$ cat src/rtl/hrs_pkg.sv
package hrs_pkg;

  // table geometry
  localparam int MAX_SLOTS = 64;
  localparam int IDX_W     = $clog2(MAX_SLOTS);
  localparam int SLOT_W    = 7;
  localparam int ID_W      = 32;
  localparam int CNT_W     = 3;
  localparam int TIMER_W   = 24;
  localparam int TICK16_W  = 16;
  localparam int ENTRY_W   = ID_W + 2 + 2 * CNT_W;

  // configuration port
  localparam int REG_IDX_W  = 3;
  localparam int CFG_DATA_W = 24;

  typedef enum logic [REG_IDX_W-1:0] {
    REG_DEVICE_COUNT = 3'd0,
    REG_PERIOD       = 3'd1,
    REG_REPLY_WAIT   = 3'd2,
    REG_GAP_OK       = 3'd3,
    REG_GAP_FAIL     = 3'd4,
    REG_RETRY_LIMIT  = 3'd5,
    REG_MISS_LIMIT   = 3'd6
  } reg_idx_t;

  localparam logic [SLOT_W-1:0]   DEVICE_COUNT_RST = 7'd0;
  localparam logic [TIMER_W-1:0]  PERIOD_RST       = 24'd9000;
  localparam logic [TICK16_W-1:0] REPLY_WAIT_RST   = 16'd20;
  localparam logic [TICK16_W-1:0] GAP_OK_RST       = 16'd20;
  localparam logic [TICK16_W-1:0] GAP_FAIL_RST     = 16'd30;
  localparam logic [CNT_W-1:0]    RETRY_LIMIT_RST  = 3'd6;
  localparam logic [CNT_W-1:0]    MISS_LIMIT_RST   = 3'd5;

  // request kinds on the input stream
  typedef enum logic [1:0] {
    REQ_TICK  = 2'd0,
    REQ_REPLY = 2'd1,
    REQ_WRITE = 2'd2,
    REQ_NONE  = 2'd3
  } req_t;

  // event kinds on the output stream
  typedef enum logic [1:0] {
    EV_REQ = 2'd0,
    EV_ON  = 2'd1,
    EV_OFF = 2'd2
  } ev_t;

  // supervision phase
  typedef enum logic [1:0] {
    PH_IDLE = 2'd0,
    PH_WAIT = 2'd1,
    PH_GAP  = 2'd2
  } phase_t;

  // sequencer states
  typedef enum logic [2:0] {
    ST_IDLE,
    ST_REPLY,
    ST_WAIT_DONE,
    ST_SCAN,
    ST_EMIT
  } state_t;

  typedef struct packed {
    logic [ID_W-1:0]  id;
    logic             bound;
    logic             reply;
    logic [CNT_W-1:0] retry;
    logic [CNT_W-1:0] miss;
  } entry_t;

  typedef struct packed {
    logic             en;
    logic [IDX_W-1:0] idx;
    entry_t           entry;
  } tbl_wr_t;

  typedef struct packed {
    logic [SLOT_W-1:0]   device_count;
    logic [TIMER_W-1:0]  period;
    logic [TICK16_W-1:0] reply_wait;
    logic [TICK16_W-1:0] gap_ok;
    logic [TICK16_W-1:0] gap_fail;
    logic [CNT_W-1:0]    retry_limit;
    logic [CNT_W-1:0]    miss_limit;
  } cfg_t;

endpackage

$ cat src/rtl/hrs_ram.sv
module hrs_ram #(
  parameter int WIDTH = 8,
  parameter int DEPTH = 16
) (
  input  logic                     clk,
  input  logic                     we,
  input  logic [$clog2(DEPTH)-1:0] waddr,
  input  logic [WIDTH-1:0]         wdata,
  input  logic [$clog2(DEPTH)-1:0] raddr,
  output logic [WIDTH-1:0]         rdata
);

  logic [WIDTH-1:0] mem [DEPTH];

  // one write port, one registered read port
  always_ff @(posedge clk) begin
    if (we) begin
      mem[waddr] <= wdata;
    end
    rdata <= mem[raddr];
  end

endmodule

$ cat src/rtl/hrs_table.sv
module hrs_table (
  input  logic                        clk,
  input  logic                        rst,
  input  logic [hrs_pkg::IDX_W-1:0]   rd_idx,
  output hrs_pkg::entry_t             rd_entry,
  input  hrs_pkg::tbl_wr_t            wr
);

  logic [hrs_pkg::MAX_SLOTS-1:0] valid;
  logic                          rd_valid;
  logic [hrs_pkg::ENTRY_W-1:0]   ram_rdata;

  hrs_ram #(
    .WIDTH (hrs_pkg::ENTRY_W),
    .DEPTH (hrs_pkg::MAX_SLOTS)
  ) u_ram (
    .clk   (clk),
    .we    (wr.en),
    .waddr (wr.idx),
    .wdata (wr.entry),
    .raddr (rd_idx),
    .rdata (ram_rdata)
  );

  // per-slot written marks; an unwritten slot reads as an empty entry
  always_ff @(posedge clk) begin
    if (rst) begin
      valid <= '0;
    end else if (wr.en) begin
      valid[wr.idx] <= 1'b1;
    end
  end

  // valid mark follows the read data through the same latency
  always_ff @(posedge clk) begin
    rd_valid <= valid[rd_idx];
  end

  assign rd_entry = rd_valid ? hrs_pkg::entry_t'(ram_rdata) : '0;

endmodule

$ cat src/rtl/hrs_cfg.sv
module hrs_cfg (
  input  logic                             clk,
  input  logic                             rst,
  input  logic                             cfg_valid,
  output logic                             cfg_ready,
  input  logic [hrs_pkg::REG_IDX_W-1:0]    cfg_index,
  input  logic [hrs_pkg::CFG_DATA_W-1:0]   cfg_data,
  output hrs_pkg::cfg_t                    cfg
);

  assign cfg_ready = 1'b1;

  // register file; indexes past the list are dropped
  always_ff @(posedge clk) begin
    if (rst) begin
      cfg.device_count <= hrs_pkg::DEVICE_COUNT_RST;
      cfg.period       <= hrs_pkg::PERIOD_RST;
      cfg.reply_wait   <= hrs_pkg::REPLY_WAIT_RST;
      cfg.gap_ok       <= hrs_pkg::GAP_OK_RST;
      cfg.gap_fail     <= hrs_pkg::GAP_FAIL_RST;
      cfg.retry_limit  <= hrs_pkg::RETRY_LIMIT_RST;
      cfg.miss_limit   <= hrs_pkg::MISS_LIMIT_RST;
    end else if (cfg_valid) begin
      case (hrs_pkg::reg_idx_t'(cfg_index))
        hrs_pkg::REG_DEVICE_COUNT: cfg.device_count <= cfg_data[hrs_pkg::SLOT_W-1:0];
        hrs_pkg::REG_PERIOD:       cfg.period       <= cfg_data[hrs_pkg::TIMER_W-1:0];
        hrs_pkg::REG_REPLY_WAIT:   cfg.reply_wait   <= cfg_data[hrs_pkg::TICK16_W-1:0];
        hrs_pkg::REG_GAP_OK:       cfg.gap_ok       <= cfg_data[hrs_pkg::TICK16_W-1:0];
        hrs_pkg::REG_GAP_FAIL:     cfg.gap_fail     <= cfg_data[hrs_pkg::TICK16_W-1:0];
        hrs_pkg::REG_RETRY_LIMIT:  cfg.retry_limit  <= cfg_data[hrs_pkg::CNT_W-1:0];
        hrs_pkg::REG_MISS_LIMIT:   cfg.miss_limit   <= cfg_data[hrs_pkg::CNT_W-1:0];
        default: ;
      endcase
    end
  end

endmodule

$ cat src/rtl/heartbeat_retry_supervisor_core.sv
// Heartbeat supervisor with retries over a table of up to 64 device slots.
// Input stream (s_t*): one request per beat, kind in s_tuser: time tick,
// reply received or table slot write. Output stream (m_t*): heartbeat
// request, device online or device offline events, at most one per input beat.
// Config channel (cfg_*): register index and data, always ready; write only
// while the block is idle.
// Sequencing: a table write is done when the beat is taken; a reply reads,
// then writes the slot entry. A tick that ends a reply wait reads the entry,
// then writes back its counters where needed and may hand over an event. A
// tick that ends a period or pause starts a scan that reads one table entry
// per cycle through the single RAM read port, then may hand over a heartbeat
// request. Other ticks only step the timer. The next beat is taken once the
// current one is finished, even while its event still sits in the output register.
// Reset: synchronous, clears the table (per-slot written marks), phase,
// timer and registers to their defaults; no clearing pass is needed.
// Receiver stall: an event waits in the output register; a following event
// holds the sequencer (s_tready low) until the output register frees.
module heartbeat_retry_supervisor_core (
  input  logic                            clk,
  input  logic                            rst,
  // input beats
  input  logic                            s_tvalid,
  output logic                            s_tready,
  input  logic [39:0]                     s_tdata,  // slot[6:0], device_id[38:7], bound[39]
  input  logic [1:0]                      s_tuser,  // req_type[1:0]
  // event beats
  output logic                            m_tvalid,
  input  logic                            m_tready,
  output logic [39:0]                     m_tdata,  // event_slot[6:0], event_device[38:7], zero[39]
  output logic [1:0]                      m_tuser,  // event_res[1:0]
  // configuration writes
  input  logic                            cfg_valid,
  output logic                            cfg_ready,
  input  logic [hrs_pkg::REG_IDX_W-1:0]   cfg_index,
  input  logic [hrs_pkg::CFG_DATA_W-1:0]  cfg_data
);

  localparam int SW = hrs_pkg::SLOT_W;

  hrs_pkg::cfg_t      cfg;
  hrs_pkg::entry_t    rd_entry;
  hrs_pkg::tbl_wr_t   wr;
  logic [hrs_pkg::IDX_W-1:0] rd_idx;

  hrs_pkg::state_t state, state_next;
  hrs_pkg::phase_t phase, phase_next;
  logic [hrs_pkg::TIMER_W-1:0]  timer, timer_next;
  logic [hrs_pkg::TICK16_W-1:0] gap_len, gap_len_next;
  logic [SW-1:0] current_slot, current_slot_next;
  logic [SW-1:0] work_slot, work_slot_next;
  hrs_pkg::ev_t                 ev_res, ev_res_next;
  logic [SW-1:0]                ev_slot, ev_slot_next;
  logic [hrs_pkg::ID_W-1:0]     ev_dev, ev_dev_next;

  // input fields
  hrs_pkg::req_t             in_req;
  logic [SW-1:0]             in_slot;
  logic [hrs_pkg::ID_W-1:0]  in_id;
  logic                      in_bound;
  logic                      in_slot_ok;

  logic [SW-1:0] rd_slot;
  logic [SW-1:0] rd_slot_m1;
  logic [SW-1:0] wr_slot_m1;
  logic [SW-1:0] last_slot;
  logic [SW-1:0] start_slot;
  logic [SW-1:0] work_slot_inc;
  logic          start_scan;
  logic [hrs_pkg::TIMER_W-1:0]  timer_inc;
  logic [hrs_pkg::TIMER_W-1:0]  period_eff;
  logic [hrs_pkg::TICK16_W-1:0] wait_eff;
  logic [hrs_pkg::TICK16_W-1:0] gap_eff;
  logic          out_free;
  logic          scan_hit;

  hrs_cfg u_cfg (
    .clk       (clk),
    .rst       (rst),
    .cfg_valid (cfg_valid),
    .cfg_ready (cfg_ready),
    .cfg_index (cfg_index),
    .cfg_data  (cfg_data),
    .cfg       (cfg)
  );

  hrs_table u_table (
    .clk      (clk),
    .rst      (rst),
    .rd_idx   (rd_idx),
    .rd_entry (rd_entry),
    .wr       (wr)
  );

  assign in_slot    = s_tdata[SW-1:0];
  assign in_id      = s_tdata[SW+hrs_pkg::ID_W-1:SW];
  assign in_bound   = s_tdata[SW+hrs_pkg::ID_W];
  assign in_req     = hrs_pkg::req_t'(s_tuser);
  assign in_slot_ok = (in_slot != '0) && (in_slot <= SW'(hrs_pkg::MAX_SLOTS));

  assign last_slot = (cfg.device_count < SW'(hrs_pkg::MAX_SLOTS)) ?
                     cfg.device_count : SW'(hrs_pkg::MAX_SLOTS);

  // zero lengths last one tick
  assign period_eff = (cfg.period == '0) ? hrs_pkg::TIMER_W'(1) : cfg.period;
  assign wait_eff   = (cfg.reply_wait == '0) ? hrs_pkg::TICK16_W'(1) : cfg.reply_wait;
  assign gap_eff    = (gap_len == '0) ? hrs_pkg::TICK16_W'(1) : gap_len;
  assign timer_inc  = timer + hrs_pkg::TIMER_W'(1);

  assign work_slot_inc = work_slot + SW'(1);
  assign rd_slot_m1    = rd_slot - SW'(1);
  assign rd_idx        = rd_slot_m1[hrs_pkg::IDX_W-1:0];
  assign wr_slot_m1    = work_slot - SW'(1);
  assign scan_hit      = (rd_entry.id != '0) && !rd_entry.bound;

  assign out_free = !m_tvalid || m_tready;
  assign s_tready = (state == hrs_pkg::ST_IDLE);

  // sequencer registers
  always_ff @(posedge clk) begin
    if (rst) begin
      state        <= hrs_pkg::ST_IDLE;
      phase        <= hrs_pkg::PH_IDLE;
      timer        <= '0;
      gap_len      <= '0;
      current_slot <= SW'(1);
    end else begin
      state        <= state_next;
      phase        <= phase_next;
      timer        <= timer_next;
      gap_len      <= gap_len_next;
      current_slot <= current_slot_next;
    end
  end

  // working slot and pending event
  always_ff @(posedge clk) begin
    work_slot <= work_slot_next;
    ev_res    <= ev_res_next;
    ev_slot   <= ev_slot_next;
    ev_dev    <= ev_dev_next;
  end

  // next state, table access and events
  always_comb begin
    state_next        = state;
    phase_next        = phase;
    timer_next        = timer;
    gap_len_next      = gap_len;
    current_slot_next = current_slot;
    work_slot_next    = work_slot;
    ev_res_next       = ev_res;
    ev_slot_next      = ev_slot;
    ev_dev_next       = ev_dev;
    rd_slot           = work_slot_inc;
    wr.en             = 1'b0;
    wr.idx            = wr_slot_m1[hrs_pkg::IDX_W-1:0];
    wr.entry          = rd_entry;
    start_scan        = 1'b0;
    start_slot        = current_slot;

    case (state)
      hrs_pkg::ST_IDLE: begin
        rd_slot = in_slot;
        if (s_tvalid) begin
          case (in_req)
            hrs_pkg::REQ_REPLY: begin
              if (in_slot_ok) begin
                work_slot_next = in_slot;
                state_next     = hrs_pkg::ST_REPLY;
              end
            end
            hrs_pkg::REQ_WRITE: begin
              if (in_slot_ok) begin
                wr.en          = 1'b1;
                wr.idx         = rd_idx;
                wr.entry       = '0;
                wr.entry.id    = in_id;
                wr.entry.bound = in_bound;
              end
            end
            hrs_pkg::REQ_TICK: begin
              case (phase)
                hrs_pkg::PH_WAIT: begin
                  rd_slot = current_slot;
                  if (timer_inc >= {{(hrs_pkg::TIMER_W-hrs_pkg::TICK16_W){1'b0}}, wait_eff}) begin
                    timer_next     = '0;
                    work_slot_next = current_slot;
                    state_next     = hrs_pkg::ST_WAIT_DONE;
                  end else begin
                    timer_next = timer_inc;
                  end
                end
                hrs_pkg::PH_GAP: begin
                  if (timer_inc >= {{(hrs_pkg::TIMER_W-hrs_pkg::TICK16_W){1'b0}}, gap_eff}) begin
                    start_scan = 1'b1;
                  end else begin
                    timer_next = timer_inc;
                  end
                end
                default: begin
                  phase_next = hrs_pkg::PH_IDLE;
                  start_slot = SW'(1);
                  if (timer_inc >= period_eff) begin
                    start_scan = 1'b1;
                  end else begin
                    timer_next = timer_inc;
                  end
                end
              endcase
              // first read of a scan goes out with the tick
              if (start_scan) begin
                rd_slot    = start_slot;
                timer_next = '0;
                if (start_slot <= last_slot) begin
                  work_slot_next = start_slot;
                  state_next     = hrs_pkg::ST_SCAN;
                end else begin
                  phase_next        = hrs_pkg::PH_IDLE;
                  current_slot_next = SW'(1);
                end
              end
            end
            default: ;
          endcase
        end
      end

      // reply: mark the slot as answered
      hrs_pkg::ST_REPLY: begin
        wr.en          = 1'b1;
        wr.entry.reply = 1'b1;
        state_next     = hrs_pkg::ST_IDLE;
      end

      // reply wait over: skip an empty or bound slot, online, retry, missed round or offline
      hrs_pkg::ST_WAIT_DONE: begin
        phase_next   = hrs_pkg::PH_GAP;
        gap_len_next = cfg.gap_fail;
        state_next   = hrs_pkg::ST_IDLE;
        ev_slot_next = work_slot;
        ev_dev_next  = rd_entry.id;
        if ((rd_entry.id == '0) || rd_entry.bound) begin
          current_slot_next = work_slot_inc;
        end else if (rd_entry.reply) begin
          wr.en             = 1'b1;
          wr.entry.miss     = '0;
          wr.entry.retry    = '0;
          ev_res_next       = hrs_pkg::EV_ON;
          current_slot_next = work_slot_inc;
          gap_len_next      = cfg.gap_ok;
          state_next        = hrs_pkg::ST_EMIT;
        end else if (rd_entry.retry < cfg.retry_limit) begin
          wr.en          = 1'b1;
          wr.entry.retry = rd_entry.retry + hrs_pkg::CNT_W'(1);
        end else begin
          wr.en             = 1'b1;
          wr.entry.retry    = '0;
          current_slot_next = work_slot_inc;
          if (rd_entry.miss < cfg.miss_limit) begin
            wr.entry.miss = rd_entry.miss + hrs_pkg::CNT_W'(1);
          end else begin
            wr.entry.miss = '0;
            ev_res_next   = hrs_pkg::EV_OFF;
            state_next    = hrs_pkg::ST_EMIT;
          end
        end
      end

      // one entry checked per cycle while the next one is read
      hrs_pkg::ST_SCAN: begin
        rd_slot = work_slot_inc;
        if (scan_hit) begin
          wr.en             = 1'b1;
          wr.entry.reply    = 1'b0;
          phase_next        = hrs_pkg::PH_WAIT;
          current_slot_next = work_slot;
          ev_res_next       = hrs_pkg::EV_REQ;
          ev_slot_next      = work_slot;
          ev_dev_next       = rd_entry.id;
          state_next        = hrs_pkg::ST_EMIT;
        end else if (work_slot_inc <= last_slot) begin
          work_slot_next = work_slot_inc;
        end else begin
          phase_next        = hrs_pkg::PH_IDLE;
          current_slot_next = SW'(1);
          state_next        = hrs_pkg::ST_IDLE;
        end
      end

      // hand the event to the output register
      hrs_pkg::ST_EMIT: begin
        if (out_free) begin
          state_next = hrs_pkg::ST_IDLE;
        end
      end

      default: begin
        state_next = hrs_pkg::ST_IDLE;
      end
    endcase
  end

  // output register
  always_ff @(posedge clk) begin
    if (rst) begin
      m_tvalid <= 1'b0;
    end else if ((state == hrs_pkg::ST_EMIT) && out_free) begin
      m_tvalid <= 1'b1;
    end else if (m_tready) begin
      m_tvalid <= 1'b0;
    end
  end

  always_ff @(posedge clk) begin
    if ((state == hrs_pkg::ST_EMIT) && out_free) begin
      m_tdata <= {1'b0, ev_dev, ev_slot};
      m_tuser <= ev_res;
    end
  end

endmodule
$ cat config.mk
export PLATFORM = sky130hd
export DESIGN_NAME = heartbeat_retry_supervisor_core
export DESIGN_NICKNAME = d
export VERILOG_FILES = /design/src/rtl/hrs_pkg.sv /design/src/rtl/hrs_ram.sv /design/src/rtl/hrs_table.sv /design/src/rtl/hrs_cfg.sv /design/src/rtl/heartbeat_retry_supervisor_core.sv
export SDC_FILE = /design/constraint.sdc
export NUM_CORES = 2
export LEC_CHECK = 0
export CAP_MARGIN = 20
export CORE_UTILIZATION = 46
export CTS_BUF_LIST = sky130_fd_sc_hd__clkbuf_16
export DETAILED_ROUTE_END_ITERATION = 8
export DONT_BUFFER_PORTS = 1
export PLACE_DENSITY_LB_ADDON = 0.1
export REMOVE_ABC_BUFFERS = 1
export SYNTH_ARGS = -nofsm -noshare
export SYNTH_HDL_FRONTEND = slang
export SYNTH_HIERARCHICAL = 1
export SYNTH_SLANG_ARGS = --single-unit
$ cat constraint.sdc
create_clock -name clk -period 10.27 [get_ports clk]
set_input_delay 1.027 -clock clk [delete_from_list [all_inputs] [get_ports clk]]
set_output_delay 1.027 -clock clk [all_outputs]
set_load 0.01 [all_outputs]
==> qor.yml <==
setup_path:
  critPathCaptureType: "flip-flop"
  cp.required_ns: 11.14
  max_stage_delay_ns: 0.92
  cp_num_buf_inv: 2
  crit_fanout: 47
  arrival_ns: 10.05
  regToRegSetupSlack_ns: 1.10
  crit_path_start_kind: "flip-flop"
  cp_top_family: "simple AND/OR/NAND/NOR gates"
  r2r-start: "timer[2]$_SDFFE_PP0P_"
  worstSetupPathType: "reg2reg"
  reg2reg_to: "u_table/u_ram/rdata[11]$_DFF_P_"
  slowest_stage: "nor4_2"
  worstRegToRegCells: 26
detailed_routing:
  ant_nets: 0
  vias_per_cell: 6.14
  drcViolationCount: 0
  first_pass_iters: 6
  totalWireLength_um: 319000
  dr_total_vias: 58700
  wl_per_cell_um: 33.4
  drtIter0Drc: 6066
global_routing:
  grt_busiest_layer: "met2"
  met3_usage_pct: 3.94
  grt_util_all_layers_pct: 25.5
  grt_pass1_wl_um: 451000
  met1_usage_pct: 35.3
  antenna_found_initial: 11
  overflow: 0
  met2_usage_pct: 41.6
  grt_pass1_vias: 58800
  grt_start_max_net_pins: 236
hold_path:
  hold_end: "timer[17]$_SDFFE_PP0P_"
  min_path_cells: 1
  min_from: "rst"
  hold_class: "in2reg"
cts:
  cts_tree: "built"
  cts_buffers: 320
  cts_root_buffer: "clkbuf_16"
  worst_skew_pair.late_latency_ns: 0.95
  clock_sinks: 2892
  cts_setup_buffers: 0
  cts_max_level: 5
  clk_path_buf_depth: 4
  post_cts_resized: 0
  holdBufCountCts: 0
  clk_pin_slew_ns: 0.06
sta:
  finalHoldViolCount: 0
  min_period_over_period_pct: 89.3
  setup_tns_ns: 0
  setup_violations: 0
  slew_viol_final: 0
  skew_ns: 0.0906
  worst_pin_slew_ns: 1.24
  hold_slack_ns: 0.240
  fmax_ghz: 0.109
  relSlewSlack_pct: 16.8
  rsz0062_at_grt: "false"
  min_period_ns: 9.17
yosys:
  ys_top_cells_by_area: "edfxtp_1 70%, mux4_2 12%, dfxtp_1 4.3%"
  synth_top_area_share_pct: 70.0
  avgSynthCellArea_um2: 19.4
  synth_cell_type_count: 95
  synth_area_um2: 114000
  async_flop_share_pct: 0
  synthAdderAreaFrac_pct: 0.889
  ys_seq_area_share_pct: 74.2
  synth_warnings: 6
  synth_top_family_by_area: "multiplexers"
  synth_xor_area_share_pct: 0.336
  ys_ff_latch: 2892
  synth_compound_area_share_pct: 4.20
  syn-instance-count: 5872
  synth_flop_cell: "edfxtp_1"
  synthSimpleGateAreaFrac_pct: 4.05
  synth_edf_count: 2649
  synth_mux_area_share_pct: 14.4
  synth.largest_area_cell: "edfxtp_1"
floorplanning:
  die_h_um: 499
  die_x_um: 499
  coreArea_um2: 246000
  die_area_um2: 249000
  initial_utilization_pct: 46.3
  num_io_pins: 119
  row_count: 182
cells_and_area:
  nets: 6245
  drive_gt1_share_pct: 23.1
  area_delta_synth_final_pct: 12.9
  fill_cells: 19400
  fin_util_pct: 52.3
placement:
  hpwlAfterDp_um: 186000
  gp_congestion: 0.857
  io_buffers: 0
status:
  outcome: "complete, no violations"
pwr:
  p_per_area_nw_per_um2: 221
  p_leak_nw: 41.9
  ir_drop_v: 0.000228
  power_mw: 28.4
run:
  maxCapViolCount: 0
area by class of cell:
type / instances / area, um2 / area share [%]
Sequential cell: 2892 / 84400 / 65.7
Clock inverter: 226 / 1500 / 1.17
Inverter: 80 / 309 / 0.241
Clock buffer: 326 / 8160 / 6.35
Tap cell: 3220 / 4030 / 3.14
Antenna cell: 11 / 27.5 / 0.0214
Timing Repair Buffer: 229 / 2130 / 1.66
Multi-Input combinational cell: 2568 / 27900 / 21.7
flip-flops by register name, indices dropped and copies added, names as in the netlist:
name and flops:
u_table/rd_valid 1, m_tdata 39, u_cfg/cfg 85, u_table/valid 64, timer 24, m_tuser 2
ev_res 2, current_slot 7, work_slot 7, m_tvalid 1, gap_len 16, state 3
ev_slot 7, u_table/u_ram/mem 2560, ev_dev 32, phase 2, u_table/u_ram/rdata 40
power breakdown:
part / switching, mW / internal, mW
combinational: 2.74 / 1.12
clock: 4.52 / 6.19
sequential: 0.0655 / 13.8
worst max-delay path by stage:
stage | startpoint | to | depth (start not counted)
global route | timer[2]$_SDFFE_PP0P_ | u_table/u_ram/rdata[12]$_DFF_P_ | 27
detailed placement | timer[2]$_SDFFE_PP0P_ | u_table/u_ram/rdata[11]$_DFF_P_ | 24
global placement | timer[2]$_SDFFE_PP0P_ | u_table/u_ram/rdata[19]$_DFF_P_ | 27
CTS | timer[2]$_SDFFE_PP0P_ | u_table/u_ram/rdata[11]$_DFF_P_ | 24
floorplan | timer[2]$_SDFFE_PP0P_ | u_table/u_ram/rdata[0]$_DFF_P_ | 23
finish | timer[2]$_SDFFE_PP0P_ | u_table/u_ram/rdata[11]$_DFF_P_ | 26
worst register-to-register path, cell delays in order, from the launching register on:
cell	delay, ns
dfxtp_1	0.47
nand3_2	0.15
or3_1	0.51
nor3_1	0.50
and3_1	0.32
and3_1	0.22
nand3_1	0.10
xnor2_1	0.21
ha_1	0.27
nand4_1	0.22
o21ai_0	0.15
a311oi_1	0.58
o311ai_2	0.25
o21a_1	0.30
nand2_1	0.16
o31a_1	0.19
nand2_1	0.07
a21oi_1	0.15
a21oi_1	0.07
ha_1	0.25
xnor2_2	0.76
buf_4	0.79
or3b_2	0.68
buf_4	0.44
o22ai_1	0.20
nor4_2	0.92
o22a_1	0.23
layer usage:
metal  part of all wire (%)  vias to the layer above
met5                  0.013                        -
met4                    3.3                        6
met3                    6.2                      446
met2                     49                     2079
met1                     42                    31600
li1                       -                    24500
logic make-up (layout without fill, tap and decap cells):
family,after synthesis,count (layout)
DFF,2892,2892
and+or+nand+nor,899,899
muxes,856,856
AOI/OAI and AO/OA,688,688
buffers and inverters,412,861
adders and majority gates,81,81
xor gates and xnor gates,42,42
other,2,13
layout by cell type (no fill, tap or decap), types with 31 or more instances in the layout:
cell type,count
a21oi_1,144
nor2b_1,36
inv_1,152
nor4_1,48
o22ai_1,162
clkinv_1,69
o21ai_0,43
clkinv_2,46
buf_4,191
nand3_1,49
dfxtp_1,242
buf_12,32
ha_1,80
a221oi_1,31
nand2_1,158
o221ai_1,64
clkbuf_16,326
edfxtp_1,2649
mux2i_1,179
mux2_2,57
nand2b_1,113
a211oi_1,56
a22oi_1,34
mux4_2,612
and2_1,54
nor2_1,217
nor2_4,67
metrics by stage:
step / std cells / setup WS, ns / instance area [um2]
after CTS: 9538 / 1.11 / 128000
final: 9552 / 1.10 / 128000
after detailed placement: 8986 / 1.09 / 119000
after global routing: 9547 / 0.471 / 128000
after floorplan: 5540 / -90.42 / 112000
after global placement: 8974 / 0.334 / 119000
Yosys cell counts, types with 15 or more instances:
master and n:
dfxtp_1 243, a31oi_1 17, nand2_1 161, o22ai_1 162, nor2b_1 38, xnor2_1 25, buf_4 56, edfxtp_1 2649
nand3_1 49, nand2b_1 116, buf_6 28, buf_2 94, clkbuf_1 137, and3_1 16, mux2_2 58, mux2i_1 180
a21o_1 15, o21ai_0 48, nor4_1 57, ha_1 80, o221ai_1 64, a221oi_1 31, mux4_2 612, xor2_1 16
nor2_1 285, nor3_1 24, and2_1 54, a211oi_1 56, a21oi_1 144, a22oi_1 34, inv_1 79, or2_2 16
(Power assumes the default switching activity.)
